[src/design/mf3_pkg.sv]
// ----------------------------------------------------------------------------
// mf3_pkg: shared types and constants of the 3x3 median filter
// Payload structs of both channels, register indexes, command codes and
// the control word that travels from the front part to the back part.
// ----------------------------------------------------------------------------
package mf3_pkg;

   // Payload of the input channel
   typedef struct packed {
      logic       command;
      logic [7:0] grey_value;
   } req_data_type;

   // Payload of the result channel
   typedef struct packed {
      logic [7:0] filtered_value;
      logic       frame_last;
   } rsp_data_type;

   // Command codes
   localparam logic CMD_PIXEL = 1'b0;
   localparam logic CMD_DRAIN = 1'b1;

   // Register indexes (byte address bit 2)
   localparam logic REG_IMAGE_WIDTH  = 1'b0;
   localparam logic REG_IMAGE_HEIGHT = 1'b1;

   localparam int CSR_ADDR_BITS     = 3;
   localparam int CSR_DATA_BITS     = 32;
   localparam int WIDTH_FIELD_BITS  = 12;
   localparam int HEIGHT_FIELD_BITS = 13;
   localparam int ROW_BITS          = 12;
   localparam int WIDTH_MIN         = 3;
   localparam int WIDTH_RESET       = 640;
   localparam int HEIGHT_MIN        = 3;
   localparam int HEIGHT_MAX        = 4096;
   localparam int HEIGHT_RESET      = 480;

   // Queue between front and back
   localparam int FIFO_DEPTH      = 4;
   localparam int FIFO_LEVEL_BITS = $clog2(FIFO_DEPTH + 1);

   // Control word of one queued transaction
   typedef struct packed {
      logic pixel;     // shifts the window
      logic emit;      // produces a result
      logic interior;  // result is the window median
      logic last;      // last result of the frame
      logic sel_a;     // drain reads the newer row
   } item_ctl_type;

endpackage

[src/design/mf3_fifo.sv]
// ----------------------------------------------------------------------------
// mf3_fifo: short queue between front and back
// Register-based FIFO with a fill level for flow control upstream.
// ----------------------------------------------------------------------------
module mf3_fifo
   import mf3_pkg::*;
#(
   parameter int DATA_BITS = 29
) (
   input  logic                        clock,
   input  logic                        reset,
   input  logic                        push,
   input  logic [DATA_BITS-1:0]        push_data,
   input  logic                        pop,
   output logic                        pop_valid,
   output logic [DATA_BITS-1:0]        pop_data,
   output logic [FIFO_LEVEL_BITS-1:0]  level
);

   localparam int AW = $clog2(FIFO_DEPTH);

   logic [DATA_BITS-1:0]       slot_ff [FIFO_DEPTH];
   logic [AW-1:0]              head_ff, head_in, tail_ff, tail_in;
   logic [FIFO_LEVEL_BITS-1:0] level_ff, level_in;
   logic                       do_pop;

   assign do_pop    = pop && (level_ff != '0);
   assign pop_valid = (level_ff != '0);
   assign pop_data  = slot_ff[head_ff];
   assign level     = level_ff;

   // Advance pointers and level
   always_comb begin
      head_in  = head_ff;
      tail_in  = tail_ff;
      level_in = level_ff;
      if (push) begin
         tail_in = (32'(tail_ff) == FIFO_DEPTH - 1) ? '0 : tail_ff + 1'b1;
      end
      if (do_pop) begin
         head_in = (32'(head_ff) == FIFO_DEPTH - 1) ? '0 : head_ff + 1'b1;
      end
      if (push && !do_pop) begin
         level_in = level_ff + 1'b1;
      end else if (!push && do_pop) begin
         level_in = level_ff - 1'b1;
      end
   end

   always_ff @(posedge clock) begin
      if (reset) begin
         head_ff  <= '0;
         tail_ff  <= '0;
         level_ff <= '0;
      end else begin
         head_ff  <= head_in;
         tail_ff  <= tail_in;
         level_ff <= level_in;
      end
   end

   always_ff @(posedge clock) begin
      if (push) begin
         slot_ff[tail_ff] <= push_data;
      end
   end

   a_no_overflow: assert property (@(posedge clock) disable iff (reset)
      push |-> (32'(level_ff) < FIFO_DEPTH || do_pop))
      else $error("queue overflow");

   a_level_bound: assert property (@(posedge clock) disable iff (reset)
      32'(level_ff) <= FIFO_DEPTH)
      else $error("queue level out of range");

endmodule

[config.mk]
export PLATFORM = sky130hd
export DESIGN_NAME = mf3_fifo
export DESIGN_NICKNAME = d
export VERILOG_FILES = /design/src/design/mf3_pkg.sv /design/src/design/mf3_fifo.sv
export SDC_FILE = /design/constraint.sdc
export NUM_CORES = 1
export LEC_CHECK = 0
export ABC_AREA = 1
export BUFFER_PORTS_ARGS = -buffer_cell sky130_fd_sc_hd__clkbuf_2
export CORE_MARGIN = 2
export CORE_UTILIZATION = 40
export DETAILED_ROUTE_END_ITERATION = 10
export SLEW_MARGIN = 20
export SYNTH_ARGS = -nofsm -noshare
export SYNTH_HDL_FRONTEND = slang
export SYNTH_SLANG_ARGS = --single-unit
[constraint.sdc]
create_clock -name clock -period 4.3 [get_ports clock]
set_input_delay 0.86 -clock clock [delete_from_list [all_inputs] [get_ports clock]]
set_output_delay 0.86 -clock clock [all_outputs]
set_load 0.005 [all_outputs]
==> impl_results.md <==
- Status: completed
- Clock tree root buffer cell: clkbuf_16
- DRT Wirelength: 9680 um
- CP max stage cell: clkinv_2
- Layout cell share with drive strength beyond 1: 0.349
- Starting Density: 0.406
- Vias in the first global route: 2979
- Worst Setup EP: pop_data[15]
- Antenna violations before repair: 0
- Kind of critical path: register to output pin
- Bufs and invs on worst path: 3
- Worst-path cell chain: clkinv_2, buf_4, o21ai_0, o22ai_2, clkbuf_2
- Remaining global-route overflow: 0
- Int Pwr: 2.59 mW
- Max Root-Sink Buffers: 2
- Seq cells post-synth: 125
- FMAX: 331 MHz
- PD cells: 599 mW/mm^2
- Final Wtd Congestion: 0.751
- Crit-path max FO: 30
- Slew at the pin closest to its max-slew limit: 0.665 ns
- Die Outline Area: 0.0136 mm^2
- Grt met3 use: 0.0535
- H-Tree Depth: 4
- Max-cap viol count: 0
- Horiz. Die Dim: 117 um
- Port Buf Inserts: 65
- Pin count of the biggest net entering global routing: 59
- Final hold viol count: 0
- Max IR drop VDD: 372 uV
- Met2 GRT Util: 0.258
- CTS sink count: 125
- Psw: 1.06 mW
- Cells after synthesis: 344
- Final worst slack: 1.28 ns
- Combinational Power Share: 0.249
- Leak Pwr: 2.20 nW
- TritonCTS clock tree: built
- Diodes inserted: 0
- YS warnings: 0
- CP Launch Type: register
- Final Max Tran Viols: 0
- FP Rows: 41
- Sw Ratio: 0.290
- CTS Hold Buffers Added: 0
- FF-to-FF End: level[2]$_SDFFE_PP0P_
- Final Net Count: 458
- CP Capture Type: output pin
- Mapped Area: 0.00508 mm^2
- Final non-filler cell total: 602
- Num CTS Buffers: 17
- Clock skew: 0.00710 ns
- Final HPWL DP: 5600 um
- Library cells used by synthesis: 25
- Critical path depth in cells: 5
- Sequential share of power: 0.396
- Via/cell ratio: 4.92
- Register-to-Register Path Depth: 12
- Initial drt markers: 220
- RSZ-0062 raised after global routing: no
- R2R Path Start: level[1]$_SDFFE_PP0P_
- Routed WL per cell: 16.1 um
- GRT busiest layer: met2
- Min Tclk post-route: 3.02 ns
- Hold Path Class: register to register
- Setup TNS: 0 ns
- Largest cells by area after synthesis: edfxtp_1 (69%), o21ai_0 (5.5%), o22ai_2 (4.9%)
- First-pass GRT wire length: 15100 um
- Drt drc: 0
- PostCTS Resize Cnt: 0
- Setup violations, final: 0
- Clk slew on worst S/H paths: 0.05 ns
- Placed Cells: 571
- Post-synth net total: 384
- Pwr Total: 3.65 mW
- Antenna Nets Post-Route: 0
- Cell family with most CP delay: buffers and inverters
- Arrival time worst endpoint: 2.16 ns
- Core Box Area: 0.0125 mm^2
- Rel. slew slack: 0.556
- Io pins: 66
- Fillers: 1132
- Met1 Resource Use GR: 0.179
- CP max stage delay: 0.51 ns
- Top cell type's share of synthesized area: 0.685
- Yosys top cell by area: edfxtp_1
- Seq/Total Area, Yosys: 0.721
- Die Y: 117 um
- Post-CTS Setup Inserts: 0
- Area growth syn-to-layout: 19.8%
- Place WS: 1.68 ns
- Final core utilization: 0.487
- First drt pass iteration count: 4
- Worst reg2reg setup slack: 2.55 ns
- Clk_lat worst skew: 0.41 ns
- Worst hold stages: 2
- Syn Area/Cell: 14.8 um^2
- Data required time of the critical path: 3.44 ns
- Period utilization: 0.702
- Clock share of power: 0.355
- GRT Util Overall: 0.154
- Via count: 2960
layout make-up:
type / count / area, um^2 / share of cell area
clock buffer: 19 / 433 / 0.0711
clock inverter: 12 / 104 / 0.0171
inverter: 16 / 61.3 / 0.0101
multi-input combinational: 185 / 1230 / 0.201
sequential: 125 / 3660 / 0.602
tap: 172 / 215 / 0.0353
timing repair buffer: 73 / 385 / 0.0633
cells by family (layout without fill, tap and decap cells):
family / after synthesis / after routing / synth area share
buffers and inverters: 34 / 120 / 0.0379
AO/OA/AOI/OAI: 92 / 92 / 0.122
XOR/XNOR: 1 / 1 / 0.00172
AND/OR/NAND/NOR: 85 / 85 / 0.0985
flip-flops: 125 / 125 / 0.721
adder cells (fa/ha/maj): 7 / 7 / 0.0187
power groups by stage:
| stage | combinational, mW | clock, mW | sequential, mW |
|---|---|---|---|
| CTS | 0.934 | 1.32 | 1.44 |
| global placement | 0.912 | 0 | 1.47 |
| finish | 0.907 | 1.30 | 1.44 |
| floorplan | 0.626 | 0 | 1.47 |
| global route | 1.03 | 1.38 | 1.45 |
| detailed placement | 0.932 | 0 | 1.47 |
sequential cells by signal, summed over array words and instances (netlist names), named ones only:
register,cells
slot_ff,116
level,3
tail_ff,2
head_ff,2
cell usage in the layout (no fill, tap or decap):
cell type     n
ha_1          6
o21ai_0      56
nand4_1       1
inv_1        11
buf_4         8
a21oi_1       3
o21ai_1       4
nor2_2        9
clkbuf_1      2
dfxtp_1       8
fa_1          1
xor2_1        1
dfxtp_2       1
bufinv_16     2
o22ai_2      20
clkinv_1      7
nor2_1       39
nand2_1      13
o22ai_1       9
nor2_4       20
nor3_1        1
clkinvlp_4    1
clkbuf_16    17
clkinv_2      3
clkbuf_2     65
nand3_1       1
edfxtp_1    116
inv_2         4
nand3b_1      1
tightest hold or removal path, stage by stage, from the launching register on:
cell     delay, ns
dfxtp_1       0.31
a21oi_1       0.11
nor2_1        0.06
how the worst min path moves through the flow:
stage                                 start                       to
global route        head_ff[1]$_SDFFE_PP0P_  head_ff[1]$_SDFFE_PP0P_
global placement    tail_ff[1]$_SDFFE_PP0P_  tail_ff[1]$_SDFFE_PP0P_
finish              head_ff[1]$_SDFFE_PP0P_  head_ff[1]$_SDFFE_PP0P_
detailed placement  head_ff[1]$_SDFFE_PP0P_  head_ff[1]$_SDFFE_PP0P_
CTS                 head_ff[1]$_SDFFE_PP0P_                 register
floorplan           head_ff[1]$_SDFFE_PP0P_                 register
cell usage after synthesis:
| master | count |
|---|---|
| nor2_1 | 39 |
| inv_1 | 11 |
| a21oi_1 | 3 |
| ha_1 | 6 |
| buf_2 | 11 |
| o21ai_1 | 4 |
| nor2_4 | 20 |
| nand3b_1 | 1 |
| dfxtp_1 | 9 |
| nor3_1 | 1 |
| xor2_1 | 1 |
| nand4_1 | 1 |
| inv_2 | 5 |
| o21ai_0 | 56 |
| buf_12 | 2 |
| buf_4 | 1 |
| o22ai_2 | 20 |
| nor2_2 | 9 |
| edfxtp_1 | 116 |
| buf_6 | 2 |
| nand2_1 | 13 |
| fa_1 | 1 |
| clkbuf_1 | 2 |
| nand3_1 | 1 |
| o22ai_1 | 9 |
layer usage:
metal / part of all wire / up-vias / wire (um)
met5: 0 / - / 0
met4: 0.017 / 0 / 165
met3: 0.043 / 15 / 415
met2: 0.50 / 58 / 4860
met1: 0.44 / 1475 / 4230
li1: - / 1412 / -
per-stage QoR:
stage	area, um^2	hold slack, ns
2_1_floorplan	5080	0.483
3_3_place_gp	5550	0.515
3_5_place_dp	5550	0.529
4_1_cts	6090	0.536
5_1_grt	6090	0.567
6_report	6090	0.528
Power figures use the tool's default switching activity.
