[src/design/mf3_pkg.sv]
// ----------------------------------------------------------------------------
// mf3_pkg: shared types and constants of the 3x3 median filter
// Payload structs of both channels, register indexes, command codes and
// the control word that travels from the front part to the back part.
// ----------------------------------------------------------------------------
package mf3_pkg;

   // Payload of the input channel
   typedef struct packed {
      logic       command;
      logic [7:0] grey_value;
   } req_data_type;

   // Payload of the result channel
   typedef struct packed {
      logic [7:0] filtered_value;
      logic       frame_last;
   } rsp_data_type;

   // Command codes
   localparam logic CMD_PIXEL = 1'b0;
   localparam logic CMD_DRAIN = 1'b1;

   // Register indexes (byte address bit 2)
   localparam logic REG_IMAGE_WIDTH  = 1'b0;
   localparam logic REG_IMAGE_HEIGHT = 1'b1;

   localparam int CSR_ADDR_BITS     = 3;
   localparam int CSR_DATA_BITS     = 32;
   localparam int WIDTH_FIELD_BITS  = 12;
   localparam int HEIGHT_FIELD_BITS = 13;
   localparam int ROW_BITS          = 12;
   localparam int WIDTH_MIN         = 3;
   localparam int WIDTH_RESET       = 640;
   localparam int HEIGHT_MIN        = 3;
   localparam int HEIGHT_MAX        = 4096;
   localparam int HEIGHT_RESET      = 480;

   // Queue between front and back
   localparam int FIFO_DEPTH      = 4;
   localparam int FIFO_LEVEL_BITS = $clog2(FIFO_DEPTH + 1);

   // Control word of one queued transaction
   typedef struct packed {
      logic pixel;     // shifts the window
      logic emit;      // produces a result
      logic interior;  // result is the window median
      logic last;      // last result of the frame
      logic sel_a;     // drain reads the newer row
   } item_ctl_type;

endpackage

[src/design/mf3_back.sv]
// ----------------------------------------------------------------------------
// mf3_back: 3x3 window and pipelined median
// Pops queued transactions, shifts the window, sorts columns, forms the
// median in three compare stages and holds the result register.
// ----------------------------------------------------------------------------
module mf3_back
   import mf3_pkg::*;
#(
   parameter int PIXEL_BITS = 8
) (
   input  logic                   clock,
   input  logic                   reset,
   // queue side
   input  logic                   q_valid,
   output logic                   q_pop,
   input  item_ctl_type           q_ctl,
   input  logic [PIXEL_BITS-1:0]  q_pix,
   input  logic [PIXEL_BITS-1:0]  q_a,
   input  logic [PIXEL_BITS-1:0]  q_b,
   // result channel
   output logic                   rsp_valid,
   input  logic                   rsp_stall,
   output rsp_data_type           rsp_data
);

   typedef logic [PIXEL_BITS-1:0] pix_type;

   function automatic pix_type min2(pix_type x, pix_type y);
      return (x < y) ? x : y;
   endfunction

   function automatic pix_type max2(pix_type x, pix_type y);
      return (x > y) ? x : y;
   endfunction

   function automatic pix_type med3(pix_type x, pix_type y, pix_type z);
      return max2(min2(x, y), min2(max2(x, y), z));
   endfunction

   pix_type      window_ff [9];
   logic         adv;
   logic         b0_valid_ff, b1_valid_ff, b2_valid_ff;
   item_ctl_type b0_ctl_ff, b1_ctl_ff, b2_ctl_ff;
   pix_type      b0_dval_ff, b1_plain_ff, b2_plain_ff;
   pix_type      b1_lo_ff [3];
   pix_type      b1_mid_ff [3];
   pix_type      b1_hi_ff [3];
   pix_type      b2_lo_ff, b2_mid_ff, b2_hi_ff;
   logic         rsp_valid_ff;
   pix_type      rsp_value_ff;
   logic         rsp_last_ff;
   logic [15:0]  value_ext;

   // Move the whole back pipeline when the result register frees up
   assign adv   = !rsp_valid_ff || !rsp_stall;
   assign q_pop = adv && q_valid;

   // Shift the window on each pixel
   always_ff @(posedge clock) begin
      if (reset) begin
         for (int i = 0; i < 9; i++) begin
            window_ff[i] <= '0;
         end
      end else if (q_pop && q_ctl.pixel) begin
         for (int k = 0; k < 3; k++) begin
            window_ff[k*3]     <= window_ff[k*3 + 1];
            window_ff[k*3 + 1] <= window_ff[k*3 + 2];
         end
         window_ff[2] <= q_b;
         window_ff[5] <= q_a;
         window_ff[8] <= q_pix;
      end
   end

   // Stage valid bits and result register control
   always_ff @(posedge clock) begin
      if (reset) begin
         b0_valid_ff  <= 1'b0;
         b1_valid_ff  <= 1'b0;
         b2_valid_ff  <= 1'b0;
         rsp_valid_ff <= 1'b0;
      end else if (adv) begin
         b0_valid_ff  <= q_valid;
         b1_valid_ff  <= b0_valid_ff;
         b2_valid_ff  <= b1_valid_ff;
         rsp_valid_ff <= b2_valid_ff && b2_ctl_ff.emit;
      end
   end

   // Column sort, then max of lows, median of middles, min of highs
   always_ff @(posedge clock) begin
      if (adv) begin
         b0_ctl_ff  <= q_ctl;
         b0_dval_ff <= q_ctl.sel_a ? q_a : q_b;
         b1_ctl_ff  <= b0_ctl_ff;
         b1_plain_ff <= b0_ctl_ff.pixel ? window_ff[4] : b0_dval_ff;
         for (int c = 0; c < 3; c++) begin
            b1_lo_ff[c]  <= min2(min2(window_ff[c], window_ff[c+3]), window_ff[c+6]);
            b1_mid_ff[c] <= med3(window_ff[c], window_ff[c+3], window_ff[c+6]);
            b1_hi_ff[c]  <= max2(max2(window_ff[c], window_ff[c+3]), window_ff[c+6]);
         end
         b2_ctl_ff   <= b1_ctl_ff;
         b2_plain_ff <= b1_plain_ff;
         b2_lo_ff    <= max2(max2(b1_lo_ff[0], b1_lo_ff[1]), b1_lo_ff[2]);
         b2_mid_ff   <= med3(b1_mid_ff[0], b1_mid_ff[1], b1_mid_ff[2]);
         b2_hi_ff    <= min2(min2(b1_hi_ff[0], b1_hi_ff[1]), b1_hi_ff[2]);
         rsp_value_ff <= (b2_ctl_ff.pixel && b2_ctl_ff.interior) ?
                         med3(b2_lo_ff, b2_mid_ff, b2_hi_ff) : b2_plain_ff;
         rsp_last_ff  <= b2_ctl_ff.last;
      end
   end

   assign value_ext               = 16'(rsp_value_ff);
   assign rsp_valid               = rsp_valid_ff;
   assign rsp_data.filtered_value = value_ext[7:0];
   assign rsp_data.frame_last     = rsp_last_ff;

   // A stalled result stays put while the pipeline is frozen
   a_freeze: assert property (@(posedge clock) disable iff (reset)
      (rsp_valid_ff && rsp_stall) |=> (rsp_valid_ff && $stable(rsp_value_ff)))
      else $error("result changed under stall");

endmodule

[config.mk]
export PLATFORM = sky130hd
export DESIGN_NAME = mf3_back
export DESIGN_NICKNAME = d
export VERILOG_FILES = /design/src/design/mf3_pkg.sv /design/src/design/mf3_back.sv
export SDC_FILE = /design/constraint.sdc
export NUM_CORES = 1
export LEC_CHECK = 0
export ABC_AREA = 1
export BUFFER_PORTS_ARGS = -buffer_cell sky130_fd_sc_hd__buf_2
export CORE_MARGIN = 3
export CORE_UTILIZATION = 57
export DETAILED_ROUTE_END_ITERATION = 10
export PLACE_DENSITY = 0.74
export SYNTH_ARGS = -nofsm -noshare
export SYNTH_HDL_FRONTEND = slang
export SYNTH_SLANG_ARGS = --single-unit
[constraint.sdc]
create_clock -name clock -period 8.1 [get_ports clock]
set_clock_uncertainty 0.2 [all_clocks]
set_input_delay 1.62 -clock clock [delete_from_list [all_inputs] [get_ports clock]]
set_output_delay 1.62 -clock clock [all_outputs]
set_load 0.01 [all_outputs]
==> results of run 1 <==
[worst max-delay path by stage]
| stage | endpoint | startpoint | cells past startpoint |
|---|---|---|---|
| 2_1_floorplan | window_ff[0][0] | rsp_stall | 5 |
| 3_3_place_gp | b1_mid_ff[0][15] | window_ff[0][39] | 20 |
| 3_5_place_dp | b1_mid_ff[0][15] | window_ff[0][39] | 20 |
| 4_1_cts | b1_mid_ff[0][15] | window_ff[0][39] | 20 |
| 5_1_grt | b1_mid_ff[0][10] | window_ff[0][38] | 20 |
| 6_report | b1_mid_ff[0][15] | window_ff[0][38] | 20 |
[sequential cells by signal (all words and copies together), names as in the netlist, 4 cells and up]
name / cells
b1_ctl_ff: 4
b2_ctl_ff: 4
b1_lo_ff: 24
b2_plain_ff: 8
b1_plain_ff: 8
b0_dval_ff: 8
b1_mid_ff: 24
b2_mid_ff: 8
b2_hi_ff: 8
rsp_value_ff: 8
b2_lo_ff: 8
window_ff: 72
b1_hi_ff: 24
b0_ctl_ff: 4
[metal layers]
layer | track usage [%] | routed length [um] | vias up
met2 | 42.2 | 15800 | 273
met4 | 7.92 | 989 | 0
met1 | 32.5 | 14500 | 5011
li1 | - | - | 5553
met5 | 0 | 0 | -
met3 | 2.40 | 1400 | 70
[logic make-up after synthesis]
kind of cell / Yosys count / share of synthesized area (%)
fa+ha+maj: 169 / 14.9
simple gates: 650 / 18.8
compound gates: 321 / 13.4
flops: 217 / 45.6
buf+inv: 262 / 7.28
[power breakdown]
part / leakage (uW) / internal [uW] / switching, uW
registers: 0.00237 / 1640 / 159
clock network: 0.000366 / 650 / 436
logic: 0.00432 / 1350 / 2540
[cells in the final DEF (no fill, tap or decap), types with 3 or more instances in the layout]
| cell type | instances |
|---|---|
| nand2_1 | 374 |
| inv_1 | 223 |
| edfxtp_1 | 213 |
| ha_1 | 169 |
| nor2_1 | 157 |
| o21ai_0 | 124 |
| a21oi_1 | 102 |
| nand3_1 | 76 |
| buf_2 | 43 |
| o21ai_2 | 30 |
| o21ai_1 | 25 |
| clkbuf_16 | 23 |
| nand2_2 | 14 |
| nand2_4 | 9 |
| and2_1 | 9 |
| a211oi_1 | 8 |
| o21a_1 | 7 |
| o31ai_1 | 6 |
| nand4_1 | 5 |
| dfxtp_1 | 4 |
| clkinv_1 | 4 |
| bufinv_16 | 4 |
| inv_2 | 3 |
| clkinvlp_4 | 3 |
| buf_4 | 3 |
[worst max-delay path, cell delays in order, from the launching register on]
cell and delay (ns):
edfxtp_1 0.38, inv_1 0.09, ha_1 0.28, nand2_1 0.07, nor2_1 0.17, nand3_1 0.11, o21ai_2 0.63, o21ai_0 0.34
ha_1 0.39, inv_1 0.04, nor2_1 0.08, nor2_1 0.05, o21a_1 0.19, o221ai_4 0.47, o21ai_1 0.21, ha_1 0.31
nand2_1 0.08, nor2_1 0.11, nand2_1 0.06, a21oi_1 0.91, o21ai_0 0.22
[through the flow]
| step | worst slack [ns] | total power, uW | hold WS [ns] |
|---|---|---|---|
| 2_1_floorplan | 0.677 | 4790 | 0.200 |
| 3_3_place_gp | 2.70 | 5490 | 0.201 |
| 3_5_place_dp | 2.57 | 5660 | 0.206 |
| 4_1_cts | 2.56 | 6770 | 0.218 |
| 5_1_grt | 1.94 | 7460 | 0.220 |
| 6_report | 2.41 | 6770 | 0.219 |
[layout make-up]
class                   instances  area [um2]  area share [%]
well taps                     324         405            2.62
multi-input cells            1140        6700            43.4
repair buffers                 46         238            1.54
clock buffers                  25         583            3.77
inverters                     226         848            5.49
clock inverters                15         193            1.25
flip-flops and latches        217        6480            41.9
==> flow_summary_export.csv, run 1 <==
group,metric,value,unit
outcome,status,"completed",
die,fp-row-count,57,
timing,hold_viol,0,
global_route,grt_pass1_vias,10400,
die,die_w,164,um
place,io_buffers,43,
cells_and_area,num_antenna_cells,0,
synth,synth_cell_types,40,
pwr,p_leak,0.00706,uW
routing,drc,0,
worst_setup_path,r2r_slack,2.41,ns
synth,yosys.area.top_type_share,45.1,%
run,maxCapViolCount,0,
timing,setup-violations-final,0,
timing,setup_tns,0,ns
synth,ys_async_sr_fraction,0,%
min_path,worstHoldStart,"b1_ctl_ff[2]",
worst_setup_path,r2r_cells,20,
timing,slew_headroom,22.8,%
min_path,holdPathEnd,"b2_ctl_ff[2]",
worst_setup_path,r2r_start,"window_ff[0][38]",
timing,rsz0062_at_grt,"false",
worst_setup_path,critPathMaxFanout,17,
routing,antenna_left,0,
timing,slew_violations,0,
synth,yosys-top-cells-area,"edfxtp_1 (45%), ha_1 (15%), nand2_1 (9.9%)",
cells_and_area,drive_gt1_share,8.87,%
synth,synth_commonest_cells,"nand2_1 (376), inv_1 (223), edfxtp_1 (213)",
cells_and_area,final_cell_count_no_fill,1993,
synth,synth_cells,1619,
place,gp_congestion,0.958,
timing,max_freq,0.176,GHz
cells_and_area,final_util,63.3,%
synth,ys_warn_count,0,
synth,yosysTopAreaCell,"edfxtp_1",
die,pin_count,44,
global_route,antenna_found_initial,0,
routing,wl_per_cell,16.4,um
min_path,holdPathStages,0,
worst_setup_path,setup.worst_path.class,"flop to flop",
timing,fin_crit_sh,70.3,%
routing,initialDrtViolationCount,737,
routing,vias,10900,
pwr,p_per_area,438,nW/um2
worst_setup_path,r2r-end,"b1_mid_ff[0][15]",
clock_network,cts_resized,0,
clock_network,clkTransAtPathRegs,0.06,ns
min_path,hold_class,"flop to flop",
global_route,grt_max_degree,86,
cells_and_area,design_area,15400,um2
synth,synth_seq_cells,217,
die,core_area,24400,um2
timing,worstMarginPinSlew,1.16,ns
worst_setup_path,worstPathArrival,5.71,ns
clock_network,post_cts_buffers,0,
clock_network,clk_latency,0.52,ns
synth,ys.flop_type,"edfxtp_1",
clock_network,clock_sinks,217,
worst_setup_path,start_kind,"flop",
clock_network,cts_root_buf,"clkbuf_16",
clock_network,ctsHoldBuffers,0,
synth,yosysMostFrequentCell,"nand2_1",
routing,routed_wl,32.7,mm
cells_and_area,fin_nets,1856,
global_route,grt-ovfl-total,0,
synth,syn_nets,1821,
clock_network,numCtsBuffers,23,
timing,min_period,5.69,ns
clock_network,tritoncts,"yes",
clock_network,htreeDepth,1,
cells_and_area,fillCellCount,2070,
pwr,peakVddDrop,0.398,mV
place,dp.final_hpwl,25.3,mm
worst_setup_path,crit_path_end_kind,"flop",
die,die_area,26800,um2
routing,drt-pass1-iter-count,7,
cells_and_area,area_delta_synth_final,8.80,%
die,start_util,58.2,%
synth,ys_seq_area_share,45.6,%
global_route,grt_pass1_wl,51.6,mm
synth,synth_edf_count,213,
synth,synth_area_per_cell,8.77,um2
clock_network,cts_buffer_depth,3,
synth,synth_area,14200,um2
place,postPlaceCellArea,14700,um2
routing,vias_per_cell,5.47,
place,dp_cells,1953,
die,die_y,164,um
global_route,grt_util_all_layers,24.4,%
worst_setup_path,required,8.11,ns
(Power assumes the default switching activity.)
==> run 2: changes to the inputs <==
clock period = 5.8 ns   (was 8.1 ns; I/O delays follow)
==> run 2 against run 1 <==
Sequential cell count did not move. First-iteration DRC count is 19% higher. Setup slack got worse by 1.9 ns. Fmax up 8.1%. Via count is 0.25% higher. Critical path depth rose by 3. Non-clock buffer count grew 1. Total power increased by 39%. Die area is the same. Wire length is 0.55% lower. Critical path type unchanged. Highest routed layer unchanged.
==> flow_summary_export.csv, run 2 (same netlist as run 1, synthesis figures left out) <==
group,metric,value,unit
run,maxCapViolCount,0,
routing,initialDrtViolationCount,877,
timing,max_freq,0.190,GHz
timing,fin_crit_sh,90.8,%
place,dpl_worst_slack,0.657,ns
worst_setup_path,crit_path_end_kind,"flop",
routing,vias_per_cell,5.48,
die,core_area,24400,um2
clock_network,htreeDepth,1,
cells_and_area,top_register,"window_ff",
timing,rsz0062_at_grt,"false",
cells_and_area,final_util,63.3,%
cells_and_area,layout_commonest_cell,"nand2_1",
routing,antenna_left,0,
cells_and_area,drive_gt1_share,8.85,%
clock_network,clock_sinks,217,
pwr,p_leak,0.00706,uW
worst_setup_path,worstPathArrival,5.32,ns
clock_network,tritoncts,"yes",
routing,drc,0,
clock_network,ctsHoldBuffers,0,
routing,drt-pass1-iter-count,5,
global_route,grt_use_met2,41.9,%
cells_and_area,fin_nets,1857,
cells_and_area,final_cell_mix,"nand2_1 (374), inv_1 (223), edfxtp_1 (213)",
place,gp_congestion,0.953,
routing,routed_wl,32.5,mm
global_route,grt_max_degree,76,
global_route,antenna_found_initial,0,
global_route,use_met3,2.82,%
cells_and_area,largest_reg_flops,72,
die,pin_count,44,
place,io_buffers,43,
clock_network,post_cts_buffers,0,
worst_setup_path,setup.worst_path.class,"flop to flop",
outcome,status,"completed",
timing,min_period,5.27,ns
cells_and_area,area_delta_synth_final,8.69,%
pwr,peakVddDrop,0.568,mV
die,die_y,164,um
place,dp.final_hpwl,25.6,mm
die,fp-row-count,57,
place,postPlaceCellArea,14700,um2
die,die_w,164,um
timing,hold_viol,0,
clock_network,clkTransAtPathRegs,0.06,ns
timing,slew_headroom,29.7,%
clock_network,cts_buffer_depth,3,
worst_setup_path,required,5.85,ns
min_path,hold_class,"flop to flop",
global_route,grt_util_all_layers,24.5,%
timing,setup-violations-final,0,
timing,slew_violations,0,
cells_and_area,design_area,15400,um2
pwr,p_per_area,609,nW/um2
worst_setup_path,start_kind,"flop",
worst_setup_path,cp_cell_sequence,"inv_1 -> ha_1 -> nand2_1 -> nor2_1 -> nand3_1 -> o21ai_2 -> o21ai_0 -> ha_1 -> inv_1 -> nor2_1 -> nor2_1 -> o21a_1 -> o221ai_4 -> nand2_1 -> o21ai_1 -> ha_1 -> a21oi_1 -> nor2_1 -> a211oi_1 -> a21oi_1 -> buf_4 -> nor2_1 -> a21oi_1",
routing,wl_per_cell,16.3,um
die,die_area,26800,um2
clock_network,cts_resized,0,
clock_network,cts_root_buf,"clkbuf_16",
global_route,use_met1,32.6,%
worst_setup_path,slowest_delay,0.59,ns
timing,worstMarginPinSlew,1.05,ns
clock_network,numCtsBuffers,23,
global_route,busiest_layer,"met2",
worst_setup_path,path_common_cell,"nor2_1",
routing,vias,10900,
timing,setup_tns,0,ns
global_route,grt-ovfl-total,0,
die,start_util,58.2,%
global_route,grt_pass1_wl,52.0,mm
worst_setup_path,critPathSlowestCell,"o21ai_2",
global_route,grt_pass1_vias,10400,
worst_setup_path,critPathMaxFanout,17,
clock_network,clk_latency,0.52,ns
cells_and_area,num_antenna_cells,0,
timing,setup_slack,0.533,ns
run 2: critical path, delay by kind of cell, from the launching register on:
kind                     cells  cell delay [ns]
AO/OA/AOI/OAI                9             2.28
adder cells (fa/ha/maj)      3             1.00
AND/OR/NAND/NOR              8             0.77
flip-flops                   1             0.38
buffers and inverters        3             0.36
run 2: power breakdown:
part / leakage [uW] / switching [uW] / internal [uW]
logic: 0.00432 / 3560 / 1890
clock network: 0.000365 / 592 / 857
registers: 0.00237 / 219 / 2280
run 2: final cells by class:
type	count	area (um2)
inverters	226	848
clock inverters	19	169
fillers	2057	8960
multi-input cells	1140	6710
well taps	324	405
flip-flops and latches	217	6480
clock buffers	23	576
repair buffers	47	245
run 2: per-layer routing:
metal	share of wire, %	wire length (um)
met1	43	14100
met4	3.4	1110
met5	0	0
met2	48	15500
met3	5.6	1810
run 2: final timing paths:
path | start | end | slack [ns] | depth (start not counted)
max | window_ff[0][38] | b1_mid_ff[0][8] | 0.53 | 23
min reg2reg | b1_plain_ff[5] | b2_plain_ff[5] | 0.22 | 0
max reg2reg | window_ff[0][38] | b1_mid_ff[0][8] | 0.53 | 23
min | b1_plain_ff[5] | b2_plain_ff[5] | 0.22 | 0
run 2: through the flow:
step           power, uW  hold WS, ns  cells
2_1_floorplan       6680        0.200   1619
3_3_place_gp        7690        0.201   1954
3_5_place_dp        7910        0.206   1954
4_1_cts             9390        0.216   1996
5_1_grt            10400        0.225   1996
6_report            9400        0.215   1996
